File: src/rtl/dlf_pkg.sv
`timescale 1ns / 1ps
`default_nettype none

package dlf_pkg;

    // Sizes of the stores
    localparam int MAX_INPUTS  = 64;
    localparam int MAX_OUTPUTS = 64;
    localparam int IN_W        = $clog2(MAX_INPUTS);
    localparam int OUT_W       = $clog2(MAX_OUTPUTS);
    localparam int WADDR_W     = IN_W + OUT_W;

    // Field and datapath widths
    localparam int LEN_W   = 7;
    localparam int MODE_W  = 2;
    localparam int SLOPE_W = 8;
    localparam int OP_W    = 2;
    localparam int VAL_W   = 16;
    localparam int FRAC_W  = 8;
    localparam int PROD_W  = 2 * VAL_W;
    localparam int ACC_W   = 40;
    localparam int CFG_W   = 8;
    localparam int CFG_IDX_W = 2;

    // Operation codes
    localparam logic [OP_W-1:0] OP_WEIGHT = 2'd0;
    localparam logic [OP_W-1:0] OP_BIAS   = 2'd1;
    localparam logic [OP_W-1:0] OP_SAMPLE = 2'd2;

    // Register indexes
    localparam logic [CFG_IDX_W-1:0] CFG_INPUT_LENGTH  = 2'd0;
    localparam logic [CFG_IDX_W-1:0] CFG_OUTPUT_LENGTH = 2'd1;
    localparam logic [CFG_IDX_W-1:0] CFG_ACT_MODE      = 2'd2;
    localparam logic [CFG_IDX_W-1:0] CFG_LEAKY_SLOPE   = 2'd3;

    // Activation codes; anything else passes the logit through
    localparam logic [MODE_W-1:0] ACT_RELU  = 2'd1;
    localparam logic [MODE_W-1:0] ACT_LEAKY = 2'd2;

    // Reset values of the registers
    localparam logic [LEN_W-1:0]   RST_INPUT_LENGTH  = 7'd64;
    localparam logic [LEN_W-1:0]   RST_OUTPUT_LENGTH = 7'd64;
    localparam logic [MODE_W-1:0]  RST_ACT_MODE      = 2'd0;
    localparam logic [SLOPE_W-1:0] RST_LEAKY_SLOPE   = 8'd3;

    localparam logic signed [ACC_W-1:0] ACC_MAX = {1'b0, {(ACC_W-1){1'b1}}};
    localparam logic signed [ACC_W-1:0] ACC_MIN = {1'b1, {(ACC_W-1){1'b0}}};
    localparam logic signed [VAL_W-1:0] VAL_MAX = {1'b0, {(VAL_W-1){1'b1}}};
    localparam logic signed [VAL_W-1:0] VAL_MIN = {1'b1, {(VAL_W-1){1'b0}}};

    // Control of the multiply-accumulate pipeline
    typedef struct packed {
        logic             valid;
        logic             first;
        logic [OUT_W-1:0] col;
    } t_mac_ctl;

    // Control of the result stage
    typedef struct packed {
        logic             load_logit;
        logic             load_out;
        logic [OUT_W-1:0] col;
        logic             last;
    } t_act_ctl;

    // Clamp a length register to 1..lim
    function automatic logic [LEN_W-1:0] clamp_len(input logic [LEN_W-1:0] v,
                                                   input logic [LEN_W-1:0] lim);
        logic [LEN_W-1:0] r;
        if (v == '0) begin
            r = LEN_W'(1);
        end else if (v > lim) begin
            r = lim;
        end else begin
            r = v;
        end
        return r;
    endfunction

endpackage

`default_nettype wire

File: src/rtl/dlf_mac.sv
`timescale 1ns / 1ps
`default_nettype none

module dlf_mac (
    input  wire logic                              i_clk,
    input  wire logic                              i_rst_n,
    input  wire dlf_pkg::t_mac_ctl                 i_ctl,
    input  wire logic signed [dlf_pkg::VAL_W-1:0]  i_value,
    input  wire logic signed [dlf_pkg::VAL_W-1:0]  i_weight,
    input  wire logic signed [dlf_pkg::VAL_W-1:0]  i_bias,
    input  wire logic signed [dlf_pkg::ACC_W-1:0]  i_acc,
    output logic                                   o_acc_we,
    output logic             [dlf_pkg::OUT_W-1:0]  o_acc_waddr,
    output logic signed      [dlf_pkg::ACC_W-1:0]  o_acc_wdata
);
    import dlf_pkg::*;

    t_mac_ctl                  r_ctl1;
    t_mac_ctl                  r_ctl2;
    logic signed [PROD_W-1:0]  r_prod;
    logic signed [ACC_W-1:0]   r_base;
    logic signed [PROD_W-1:0]  n_prod;
    logic signed [ACC_W-1:0]   n_base;
    logic signed [ACC_W:0]     w_sum;

    // Stage 1: RAM data is here; multiply and pick the starting value
    always_comb begin
        n_prod = i_value * i_weight;
        if (r_ctl1.first) begin
            n_base = {{(ACC_W-VAL_W-FRAC_W){i_bias[VAL_W-1]}}, i_bias, {FRAC_W{1'b0}}};
        end else begin
            n_base = i_acc;
        end
    end

    always_ff @(posedge i_clk) begin
        if (!i_rst_n) begin
            r_ctl1 <= '0;
            r_ctl2 <= '0;
        end else begin
            r_ctl1 <= i_ctl;
            r_ctl2 <= r_ctl1;
        end
        r_prod <= n_prod;
        r_base <= n_base;
    end

    // Stage 2: saturating add, write back
    assign w_sum = (ACC_W+1)'(r_base) + (ACC_W+1)'(r_prod);

    always_comb begin
        if (w_sum[ACC_W] != w_sum[ACC_W-1]) begin
            o_acc_wdata = w_sum[ACC_W] ? ACC_MIN : ACC_MAX;
        end else begin
            o_acc_wdata = w_sum[ACC_W-1:0];
        end
    end

    assign o_acc_we    = r_ctl2.valid;
    assign o_acc_waddr = r_ctl2.col;

endmodule

`default_nettype wire

File: config.mk
export PLATFORM = sky130hd
export DESIGN_NAME = dlf_mac
export DESIGN_NICKNAME = d
export VERILOG_FILES = /design/src/rtl/dlf_pkg.sv /design/src/rtl/dlf_mac.sv
export SDC_FILE = /design/constraint.sdc
export NUM_CORES = 1
export LEC_CHECK = 0
export BUFFER_PORTS_ARGS = -buffer_cell sky130_fd_sc_hd__buf_2
export CAP_MARGIN = 20
export CORE_MARGIN = 4
export CORE_UTILIZATION = 30
export CTS_CLUSTER_DIAMETER = 120
export CTS_CLUSTER_SIZE = 40
export DETAILED_ROUTE_END_ITERATION = 7
export GPL_TIMING_DRIVEN = 1
export PLACE_DENSITY = 0.51
export SLEW_MARGIN = 40
export SYNTH_ARGS = -nofsm -noshare
export SYNTH_HDL_FRONTEND = slang
export SYNTH_SLANG_ARGS = --single-unit
File: constraint.sdc
create_clock -name i_clk -period 6.2 [get_ports i_clk]
set_input_delay 0.31 -clock i_clk [delete_from_list [all_inputs] [get_ports i_clk]]
set_output_delay 0.31 -clock i_clk [all_outputs]
set_load 0.005 [all_outputs]
## After elaboration in Yosys (flattened, before gate mapping)

Index checks and enable logic that the tools add are counted.

| operators by class | value |
|---|---|
| equal/unequal tests | 1 |
| mux-type cells | 3 |
| multipliers | 1 |
| add/sub/neg operators | 1 |

Operator list:

| kind | count |
|---|---|
| $mux W40 | 3 |
| $add A40 B32 Y41 | 1 |
| $mul A16 B16 Y32 | 1 |
| $ne A1 B1 Y1 | 1 |

| storage, ports and cells | value |
|---|---|
| bits in registers | 87 |
| output and inout port bits | 47 |
| logic and storage cells | 14 |

## Depth between registers and ports, before layout

Gate-level depths: netlist (run 1).

| depth | value |
|---|---|
| depth after elaboration | 3 |
| depth in mapped cells | 24 |
| gate-level depth less buffers | 23 |

## Least setup slack after synthesis (run 1)

No wires, ideal clock.

| timing | value |
|---|---|
| path type | in2reg |
| start point | input i_weight[7] in the netlist's numbering |
| end point | register r_prod[30] |
| path slack | 23 ps |
| required time | 6,076 ps |
| data arrival time | 6,053 ps |
| stages | 23 |
| cells stage by stage | clkbuf_1 nand2_1 fa_1 inv_1 fa_1 inv_1 fa_1 inv_1 fa_1 fa_1 inv_1 fa_1 inv_1 ha_1 a21o_1 a21o_1 a2111oi_0 o31ai_1 nor3_1 o21ai_1 a221oi_2 mux2i_1 nand3_1 |

| on the way | value |
|---|---|
| word-level cells in the longest chain between the ends | 1 |

RTL lines:

| item | line | RTL |
|---|---|---|
| start: declaration | dlf_mac.sv:9 | `input wire logic signed [dlf_pkg::VAL_W-1:0] i_weight,` |
| $mul A16 B16 Y32 | dlf_mac.sv:28 | `n_prod = i_value * i_weight;` |
| via n_prod[30] | dlf_mac.sv:22 | `logic signed [PROD_W-1:0] n_prod;` |
| end signal: assignment | dlf_mac.sv:44 | `r_prod <= n_prod;` |
| end: declaration | dlf_mac.sv:20 | `logic signed [PROD_W-1:0] r_prod;` |

The timed path passes the listed nets, and every way through them passes these cells.
A chain may end at the register's enable or synchronous reset.

## Final worst setup path (run 1)

| timing | value |
|---|---|
| start point | input i_value[5] in the netlist's numbering |
| end point | register r_prod[30] |

| on the way | value |
|---|---|
| word-level cells in the longest chain between the ends | 1 |

RTL lines:

| item | line | RTL |
|---|---|---|
| start: declaration | dlf_mac.sv:8 | `input wire logic signed [dlf_pkg::VAL_W-1:0] i_value,` |
| $mul A16 B16 Y32 | dlf_mac.sv:28 |  |
| via n_prod[30] | dlf_mac.sv:22 |  |

The timed path passes the listed nets, and every way through them passes these cells.

==> flow_results.org, run 1 <==
** Run
- The tool flagged a number of max-cap violations equal to 0.

** Layout
- Counting the fill cells in the layout gives 5018.
- Post-layout nets :: 2278
- Growth of design area from synthesis to finish :: 14.67%
- The repair_antennas step left the layout with diodes totalling 0.
- Layout cell share with drive strength beyond 1 :: 0.1528

** Critical path
- The worst setup path is captured at a flip-flop.
- In this run the critical register-to-register path is launched from r_ctl1[6].
- The most numerous cell type found on the critical path is fa_1.
- Crit-path max cell delay :: 0.54 ns
- STA classifies the critical path startpoint as an input port.
- CP Cell Sequence :: buf_2 > and2_1 > fa_1 > inv_1 > fa_1 > inv_1 > fa_1 > fa_1 > fa_1 > inv_1 > fa_1 > inv_1 > ha_1 > a21o_1 > a21o_1 > a2111oi_1 > buf_4 > o31ai_1 > nor3_2 > o21ai_1 > a221oi_2 > mux2i_1 > nand3_1
- Worst setup path start :: i_value[5]
- Class of the most critical setup path :: in2reg
- Data required time of the critical path :: 6.43 ns
- Critical path peak fanout :: 4
- Among all stages on the critical path, the largest delay is contributed by fa_1.
- Data on the critical path arrives at its endpoint at 6.08 ns.

** Global routing
- For met2 alone, demand over resource in global routing was 0.2566.
- The number of global-route vias before repair came to 12470.
- For this run, global-route usage on met3 was measured as 0.01901.
- Across every metal layer, demand over resource in global routing totals 0.1497.
- The number of antenna violations at the first check in global routing is 0.
- Entering global routing, the biggest net connects 34 pins.
- Global routing usage on met1 :: 0.2069
- The first global-routing pass estimated 64780 µm of wire.
- In this run the most used layer during global routing was met2.
- Global routing finished with a remaining overflow of 0.

** Logic synthesis
- Ys flop type :: dfxtp_1
- Post-Syn Area :: 0.01466 mm²
- In the synthesized netlist, the cells that appear most often are inv_1 (301), fa_1 (263), nand2_1 (159).
- Fraction of post-synthesis cell area in the top cell type by area :: 0.3592
- By area the synthesized netlist is led by fa_1 (36%), dfxtp_1 (12%), ha_1 (10%).
- Async SR Flop Fraction :: 0
- The largest total area in the synthesized netlist belongs to fa_1.
- Number of synthesis warnings :: 0
- The number of nets in the synthesized netlist is 2101.
- Post-synthesis cell type count :: 62
- Post-synthesis sequential element count :: 87
- Yosys instantiated no cell more often than inv_1.
- Number of enable flip-flop cells after synthesis :: 0
- Post-Synthesis Cells :: 1618
- Of the synthesized area, sequential elements account for 0.1188.
- Average cell area after synthesis :: 9.058 µm²

** STA
- Max Clock Skew :: 0.01067 ns
- Setup slack closes at 0.3512 ns.
- Period utilization :: 0.9434
- Setup violations remaining at the end of the flow were counted as 0.
- Final Hold Violating Endpoints :: 0
- For the pin with the worst max-slew slack, the measured transition is 0.7361 ns.
- The worst path needs 5.849 ns of the cycle, external delays included.
- WHS :: 0.1577 ns
- The number of slew-limit violations in the final report was 0.
- Slew HR :: 0.5081
- For this run, the top clock speed supported by timing is 171.0 MHz.

** Clocking
- The clock reaches the later pin of the worst-skew pair after 0.35 ns.
- Cts bufs inserted :: 9
- The tree is rooted in a clkbuf_16.
- Resized cells post-CTS :: 0
- The clock net in this run drives a total of 87 sinks.
- TritonCTS clock tree :: built
- CTS built an H-tree with a depth of 3.
- Maximum number of buffers from clock root to sink :: 2
- After clock tree synthesis, the clock-pin slew on the worst setup and hold paths is 0.07 ns.
- The number of hold buffers added after CTS was 0.
- Buffers inserted by post-CTS timing repair :: 0

** Min path
- HP Start :: i_ctl[4]
- Worst hold-check path type :: in2reg

** Drt
- First DRT Iteration DRCs :: 521
- Total vias in the final route :: 11350
- Number of detailed-routing iterations run before antenna repair :: 4
- Final routed wirelength across all metal layers :: 38400 µm
- Dividing the detail-routed wire length by the instance count gives 15.90 µm.
- In the routed layout, each cell is associated on average with a via count of 4.701.
- Post-detailed-route DRC marker count :: 0
- Antenna Nets Post-Route :: 0

** Floorplan
- I/O pin total :: 145
- Initial core utilization :: 0.3051
- From left edge to right edge, the die measures 229.0 µm.
- Floorplan row count :: 80
- The die covers 0.05245 mm².
- After floorplanning, the core was sized to cover 0.04805 mm².
- Height of the chip :: 229.0 µm

** Placed design
- Half-perimeter wire length of the detailed placement result :: 33730 µm
- Before CTS, the worst setup slack after placement is -0.2396 ns.
- Count of buffers inserted at the top-level ports :: 144
- Routability Congestion :: 0.8778

** Run status
- The run finished with clean final reports.
worst paths after layout:
path	cells after the start	slack, ns	end
setup / recovery	23	0.35	r_prod[30]
hold / removal	2	0.16	r_ctl1[4]
setup reg to reg	2	4.73	r_base[17]
hold reg to reg	1	0.44	o_acc_waddr[1]
logic make-up (layout without fill, tap and decap cells):
kind of cell | Yosys count | in the layout | share of synthesized area
flip-flops | 87 | 87 | 0.1188
adder cells (fa/ha/maj) | 391 | 391 | 0.4675
XOR/XNOR | 68 | 68 | 0.04064
AND/OR/NAND/NOR | 447 | 447 | 0.1540
multiplexers | 16 | 16 | 0.01221
AO/OA/AOI/OAI | 247 | 247 | 0.1097
buffers and inverters | 362 | 544 | 0.09715
area by class of cell:
| type | instances | area [µm²] | area share |
|---|---|---|---|
| multi-input combinational | 1169 | 11500 | 0.6841 |
| sequential | 87 | 1742 | 0.1036 |
| timing repair buffer | 227 | 1371 | 0.08160 |
| inverter | 301 | 1130 | 0.06723 |
| tap | 615 | 769.5 | 0.04579 |
| clock buffer | 10 | 239.0 | 0.01422 |
| clock inverter | 6 | 57.56 | 0.003425 |
stage by stage:
stage	cells	setup TNS (ns)	util	area, µm²
after CTS	2415	0	0.3496	16800
after floorplan	1618	0	-	14660
final	2415	0	0.3498	16810
after global routing	2415	-0.002674	0.3498	16810
after detailed placement	2399	-0.6287	0.3434	16500
after global placement	2399	-0.5984	0.3434	16500
flip-flops by register name (all words and copies together) (netlist names):
register	cells
r_base	40
r_prod	32
r_ctl1	8
o_acc_waddr	6
o_acc_we	1
worst max-delay path, delay by kind of cell:
kind / cells / cell delay (ns)
simple gates: 3 / 0.44
mux: 1 / 0.22
buf+inv: 6 / 0.52
compound gates: 6 / 1.31
fa+ha+maj: 7 / 3.27
placed cells by master, fill, tap and decap left out, drive strengths merged, types with 2 or more instances in the layout:
cell type / n
inv: 307
fa: 263
buf: 226
nand2: 160
and2: 141
ha: 122
dfxtp: 87
a21oi: 77
o21ai: 57
nor2: 51
xnor2: 50
a21o: 43
xor2: 18
nor3: 17
nand3: 15
nor2b: 15
mux2: 15
nand2b: 11
o21a: 11
and3: 11
clkbuf: 11
a31oi: 10
nand4: 10
o211ai: 9
or2: 6
maj3: 6
a211oi: 5
o31ai: 5
and4: 4
a221oi: 4
o21bai: 3
o211a: 3
or3: 3
a311oi: 3
o31a: 2
o311a: 2
a221o: 2
a2111oi: 2
o311ai: 2
metal layers:
layer  vias to the layer above  part of all wire
li1                       5421                 -
met1                      5665              0.48
met2                       236              0.47
met3                        30             0.038
met4                         0             0.012
met5                         -                 0
Power of run 1 is not shown: default switching activity piles up to over one toggle a cycle in this logic, so the estimate is an artifact.
==> inputs of run 2 (changes only) <==
--- a/config.mk
+++ b/config.mk
@@ -7,13 +7,15 @@
 export LEC_CHECK = 0
 export BUFFER_PORTS_ARGS = -buffer_cell sky130_fd_sc_hd__buf_2
 export CAP_MARGIN = 20
+export CELL_PAD_IN_SITES_DETAIL_PLACEMENT = 0
+export CELL_PAD_IN_SITES_GLOBAL_PLACEMENT = 1
 export CORE_MARGIN = 4
 export CORE_UTILIZATION = 30
 export CTS_CLUSTER_DIAMETER = 120
 export CTS_CLUSTER_SIZE = 40
 export DETAILED_ROUTE_END_ITERATION = 7
 export GPL_TIMING_DRIVEN = 1
-export PLACE_DENSITY = 0.51
+export PLACE_DENSITY = 0.62
 export SLEW_MARGIN = 40
 export SYNTH_ARGS = -nofsm -noshare
 export SYNTH_HDL_FRONTEND = slang
==> flow_results.org, run 2 (synthesis gave the netlist of run 1 again) <==
** Run status
- The flow ran to the end, and the final reports show no timing, DRC or antenna violations.

** Global routing
- Entering global routing, the biggest net connects 38 pins.
- Remaining global-route overflow :: 0
- Global-route usage over all layers :: 0.1517
- Initial antenna violation count :: 0
- The number of global-route vias before repair came to 12270.
- The first global-routing pass estimated 65030 µm of wire.

** Layout
- In the layout the commonest cells are inv_1 (301), fa_1 (263), nand2_1 (159).
- The register with the most flip-flops in the layout has 40 of them.
- Ant diodes :: 0
- The register with the most flip-flops in the final layout is r_base.
- Growth of design area from synthesis to finish :: 14.76%
- Commonest non-fill, non-tap cell in the layout :: inv_1
- Post-layout nets :: 2283
- In the final layout, the share of cells above drive strength 1 is 0.1541.
- The largest registers in the layout are r_base (40), r_prod (32), r_ctl1 (8).

** Critical path
- Critical path endpoint category :: flip-flop
- Data required time of the critical path :: 6.43 ns
- Class of the most critical setup path :: in2reg
- Startpoint type of the worst setup path :: input port
- Critical path peak fanout :: 9
- Data on the critical path arrives at its endpoint at 6.15 ns.

** STA
- At the pin with the least slew margin, the transition time is 0.7241 ns.
- Setup violations remaining at the end of the flow were counted as 0.
- Unrepaired setup endpoints after global routing :: false
- The number of slew-limit violations in the final report is 0.
- Peak clock frequency supported by timing :: 169.0 MHz
- Dividing the final minimum period by the clock period gives 0.9546.
- In this run the tightest slew margin relative to its limit is 0.5161.
- Max Clock Skew :: 0.009060 ns
- Min Clock Period, post-route :: 5.918 ns
- Across all setup checks in the final design, the least slack found is 0.2816 ns.
- The total count of hold-check failures in the final report came to 0.

** Clocking
- Resized cells post-CTS :: 0
- Count of hold buffers inserted by post-cts repair :: 0
- Counting every sink on the clock net gives 87.
- The cell sitting at the root of the clock tree is a clkbuf_16.
- Post-CTS timing repair inserted 0 buffers for setup.
- TritonCTS built the clock tree.
- Clock latency reported for the late side of the worst-skew pair :: 0.35 ns
- Clk pin slew, worst setup/hold paths :: 0.06 ns
- The number of clock buffers added by TritonCTS is 9.
- CTS built an H-tree with a depth of 3.
- Maximum number of buffers from clock root to sink :: 2

** Drt
- Average wire per standard cell :: 15.93 µm
- First DRT Iteration DRCs :: 441
- Number of detailed-routing iterations run before antenna repair :: 5
- Dividing the detail-routed via count by the number of cells gives 4.640.
- Post-detailed-route DRC marker count :: 0
- Total vias in the final route :: 11220
- The final layout contains routed wiring with a total length of 38540 µm.
- Antenna Nets Post-Route :: 0

** Floorplan
- Overall die area :: 0.05245 mm²
- The core region is 0.04805 mm².
- The initial utilization of the core area, before any placement, comes to 0.3051.
- Die width :: 229.0 µm
- Height of the chip :: 229.0 µm
- I/O pin total :: 145
- Floorplan row count :: 80

** Placed design
- Half-perimeter wire length of the detailed placement result :: 33870 µm
- Routability Congestion :: 0.8614
- Worst setup slack after placement :: -0.09853 ns
- The count of buffers added on input and output ports is 144.

** Run
- Max-cap violations in this run came to 0.

** Min path
- Worst hold-check path type :: in2reg
run 2: metal layers:
layer  global-route usage  share of wire  up-vias
met5                    0              0        -
met2               0.2560           0.47      209
met4              0.03081          0.016        0
met1               0.2120           0.48     5546
met3              0.01653          0.036       38
li1                     -              -     5431
run 2: path summary, 6_finish.rpt:
| kind | start | endpoint | slack, ns | depth (start not counted) |
|---|---|---|---|---|
| worst max-delay path | i_value[14] | r_prod[30] | 0.28 | 22 |
| worst min-delay path | i_ctl[6] | r_ctl1[6] | 0.16 | 2 |
| worst max register to register | r_ctl1[6] | r_base[16] | 4.81 | 2 |
| worst min register to register | r_ctl1[5] | o_acc_waddr[5] | 0.43 | 1 |
run 2: worst max-delay path: stages:
cell       delay (ns)
buf_2            0.21
nand2_1          0.12
fa_1             0.53
fa_1             0.51
fa_1             0.52
inv_1            0.06
fa_1             0.50
fa_1             0.49
inv_1            0.05
fa_1             0.47
inv_1            0.05
ha_1             0.29
a21o_1           0.18
a21o_1           0.17
a2111oi_0        0.40
buf_4            0.18
o31ai_1          0.06
nor3_1           0.25
o21ai_1          0.18
a221oi_2         0.32
mux2i_1          0.22
nand3_1          0.07
run 2: layout make-up:
class                      count  area (µm²)
clock buffer                  12       256.5
multi-input combinational   1169       11500
timing repair buffer         232        1381
tap                          615       769.5
sequential                    87        1742
fill                        5085       31230
inverter                     301        1130
clock inverter                 3       42.54
run 2: stage by stage:
stage          setup TNS (ns)  area, µm²  hold slack (ns)    util  cells
5_1_grt                     0      16820           0.1567  0.3501   2419
2_1_floorplan               0      14660           0.4118       -   1618
3_3_place_gp          -0.3108      16510           0.4156  0.3437   2404
6_report                    0      16820           0.1633  0.3501   2419
3_5_place_dp          -0.2246      16510           0.4209  0.3437   2404
4_1_cts                     0      16810           0.1490  0.3499   2419
Power of run 2 is left out for the same reason.
==> inputs of run 3 (changes only) <==
--- a/config.mk
+++ b/config.mk
@@ -5,6 +5,7 @@
 export SDC_FILE = /design/constraint.sdc
 export NUM_CORES = 1
 export LEC_CHECK = 0
+export ABC_AREA = 1
 export BUFFER_PORTS_ARGS = -buffer_cell sky130_fd_sc_hd__buf_2
 export CAP_MARGIN = 20
 export CELL_PAD_IN_SITES_DETAIL_PLACEMENT = 0
@@ -15,7 +16,7 @@
 export CTS_CLUSTER_SIZE = 40
 export DETAILED_ROUTE_END_ITERATION = 7
 export GPL_TIMING_DRIVEN = 1
-export PLACE_DENSITY = 0.62
+export PLACE_DENSITY = 0.64
 export SLEW_MARGIN = 40
 export SYNTH_ARGS = -nofsm -noshare
 export SYNTH_HDL_FRONTEND = slang
==> flow_results.org, run 3 <==
** Critical path
- Crit-path max cell delay :: 0.75 ns
- Startpoint type of the worst setup path :: input port
- The worst setup path is captured at a flip-flop.
- Slowest stage cell, crit path :: fa_1
- The critical path goes through buf_2 > nand2_1 > inv_1 > fa_1 > fa_1 > fa_1 > fa_1 > fa_1 > inv_1 > fa_1 > inv_1 > ha_1 > nand2_1 > nor2_1 > inv_1 > nor3_2 > nand4_1 > nand3_1 > a21oi_1 > xnor2_1.
- The worst setup path is of the in2reg kind.
- Data required time of the critical path :: 6.46 ns
- Critical path peak fanout :: 16
- At the worst endpoint, the arrival time is 5.90 ns.
- The most numerous cell type found on the critical path is fa_1.

** Min path
- Worst hold-check path type :: in2reg

** Clocking
- For the worst-skew pair, the clock arrives at the later sink with an insertion delay of 0.35 ns.
- The number of clock buffers added by TritonCTS is 9.
- Buffers inserted by post-CTS timing repair :: 0
- TritonCTS clock tree :: built
- Number of levels the H-tree was split into :: 3
- Maximum number of buffers from clock root to sink :: 2
- Clock root buffer master :: clkbuf_16
- Clk pin slew, worst setup/hold paths :: 0.08 ns
- The clock drives 87 sinks.

** Drt
- Dividing the detail-routed via count by the number of cells gives 4.460.
- The first detailed-routing pass ran for 5 iterations.
- Wires add up to 45400 µm.
- Average wire per standard cell :: 15.54 µm
- First DRT Iteration DRCs :: 714
- After detailed routing, the number of remaining DRC violations is 0.
- Antenna Nets Post-Route :: 0
- Total vias in the final route :: 13030

** STA
- At the pin with the least slew margin, the transition time is 0.7195 ns.
- Period utilization :: 0.9102
- Min Clock Period, post-route :: 5.643 ns
- Timing would allow up to 177.2 MHz.
- Setup violations remaining at the end of the flow were counted as 0.
- The total count of hold-check failures in the final report was 0.
- The number of slew-limit violations in the final report came to 0.
- Setup repair after global routing left no endpoint under its margin.
- On the final layout, the worst clock skew is 0.006424 ns.
- Final hold analysis gives a worst-case slack of 0.1257 ns.
- Slew HR :: 0.5186

** Global routing
- Entering global routing, the biggest net connects 42 pins.
- Initial antenna violation count :: 0
- Across every metal layer, demand over resource in global routing totals 0.1632.
- The first global-routing pass estimated 74220 µm of wire.
- Number of global-route vias before repair :: 14130
- Remaining global-route overflow :: 0

** Layout
- Summing all multi-input logic gate instances after layout gives 0.01169 mm².
- The layout has 5627 filler cells.
- The largest registers in the layout are r_base (40), r_prod (32), r_ctl1 (8).
- Leaving out fill and tap cells, the most frequent cell in the layout is nand2_1.
- Ant diodes :: 0
- In the final layout, the share of cells above drive strength 1 is 0.09188.
- The sequential cells in the finished layout cover a total of 0.001742 mm².
- For this run, the share of the core covered by cells in the final layout is 0.3373.
- The net count of the finished layout is 2720.
- The register with the most flip-flops in the layout has 40 of them.
- The area growth from synthesis to layout is 10.65%.
- More flip-flops sit in one register than any other, and that register is r_base.
- Most frequent cells in the layout :: nand2_1 (580), inv_1 (532), fa_1 (263)

** Logic synthesis
- The commonest cells after synthesis are nand2_1 (580), inv_1 (532), fa_1 (263).
- Cell types with the largest area share after synthesis :: fa_1 (33%), nand2_1 (14%), inv_1 (13%)
- Post-Synthesis Cells :: 2141
- Post-synthesis cell type count :: 35
- Counting flops and latches in the post-synthesis netlist gives 87.
- Number of enable flip-flop cells after synthesis :: 0
- Counting every net in the synthesized netlist gives 2624.
- Each instance of the synthesized netlist takes up on average 7.348 µm².
- Post-Syn Area :: 0.01573 mm²
- nand2_1 is the most common cell in the netlist.
- In the synthesized netlist the async set-or-reset flop fraction comes to 0.
- Of the post-synthesis cell area, the dominant cell type holds 0.3347.
- Area leader, netlist :: fa_1
- Ys flop type :: dfxtp_1
- Sequential area share after synthesis :: 0.1107
- Number of synthesis warnings :: 0

** Run status
- The flow ran to the end, and the final reports show no timing, DRC or antenna violations.

** Floorplan
- The core region is 0.05161 mm².
- I/O pin total :: 145
- Initial core utilization :: 0.3048
- The die covers 0.05617 mm².
- The floorplan step set the die height to 237 µm.
- Floorplan row count :: 83
- Die width :: 237 µm

** Run
- Across the run, the number of max-cap violations was 0.

** Placed design
- Detailed placement finished with a half-perimeter wire length of 39440 µm.
- Port buffering added 144 buffers.
- Routability Congestion :: 0.8737
==> run 3: changes by cell type after synthesis, sizes merged, moves of 15 or more <==
cell / previous run / this run
a21o: 43 / 12
and2: 141 / 1
clkbuf: 45 / 62
inv: 301 / 533
nand2: 160 / 583
nand3: 15 / 57
nor2: 51 / 142
nor2b: 15 / 0
xnor2: 50 / 23
xor2: 18 / 39
==> run 3: final cells by class <==
cell class | count | area share
clock buffers | 9 | 0.01294
flip-flops and latches | 87 | 0.1001
well taps | 680 | 0.04888
clock inverters | 7 | 0.004456
multi-input cells | 1449 | 0.6717
inverters | 533 | 0.1149
repair buffers | 157 | 0.04701
==> run 3: what timing repair did <==
item / in CTS / in global routing
hold buffers: 0 / 0
gates resized for setup: 0 / 1
endpoints found under the setup margin: 0 / 1
==> run 3: routing by layer <==
layer / GRT usage / vias to the layer above / routed length [µm] / share of wire
met1: 0.2198 / 6310 / 21290 / 0.47
met2: 0.2909 / 223 / 22080 / 0.49
li1: - / 6466 / - / -
met4: 0.02672 / 0 / 540 / 0.012
met5: 0 / - / 0 / 0
met3: 0.01363 / 33 / 1496 / 0.033
==> run 3: kinds of logic after synthesis <==
group,count (synthesis),share of synthesized area
compound gates,167,0.05814
xor+xnor,62,0.03452
fa+ha+maj,385,0.4317
buf+inv,605,0.1463
flops,87,0.1107
mux,15,0.01074
simple gates,820,0.2079
==> run 3: path summary, 6_finish.rpt <==
kind,startpoint,to,slack (ns),depth (start not counted)
min,i_ctl[3],r_ctl1[3],0.13,3
max,i_weight[1],r_prod[25],0.56,20
max reg2reg,r_ctl1[6],r_base[39],4.77,3
min reg2reg,r_ctl1[4],o_acc_waddr[4],0.42,2
==> run 3: metrics by stage <==
| stage | area [µm²] | TNS [ns] | instances | worst slack, ns |
|---|---|---|---|---|
| global route | 17410 | 0 | 2922 | 0.1898 |
| CTS | 17400 | 0 | 2922 | 0.3237 |
| floorplan | 15730 | 0 | 2141 | 0.7012 |
| detailed placement | 17100 | -0.03165 | 2906 | -0.03165 |
| global placement | 17100 | 0 | 2906 | 0.05759 |
| finish | 17410 | 0 | 2922 | 0.5567 |
==> run 3: critical path, delay by kind of cell <==
kind	cells	cell delay, ns
AND/OR/NAND/NOR	6	1.20
AO/OA/AOI/OAI	1	0.10
adder cells (fa/ha/maj)	7	3.61
buffers and inverters	5	0.47
XOR/XNOR	1	0.23
Power of run 3 is left out for the same reason.
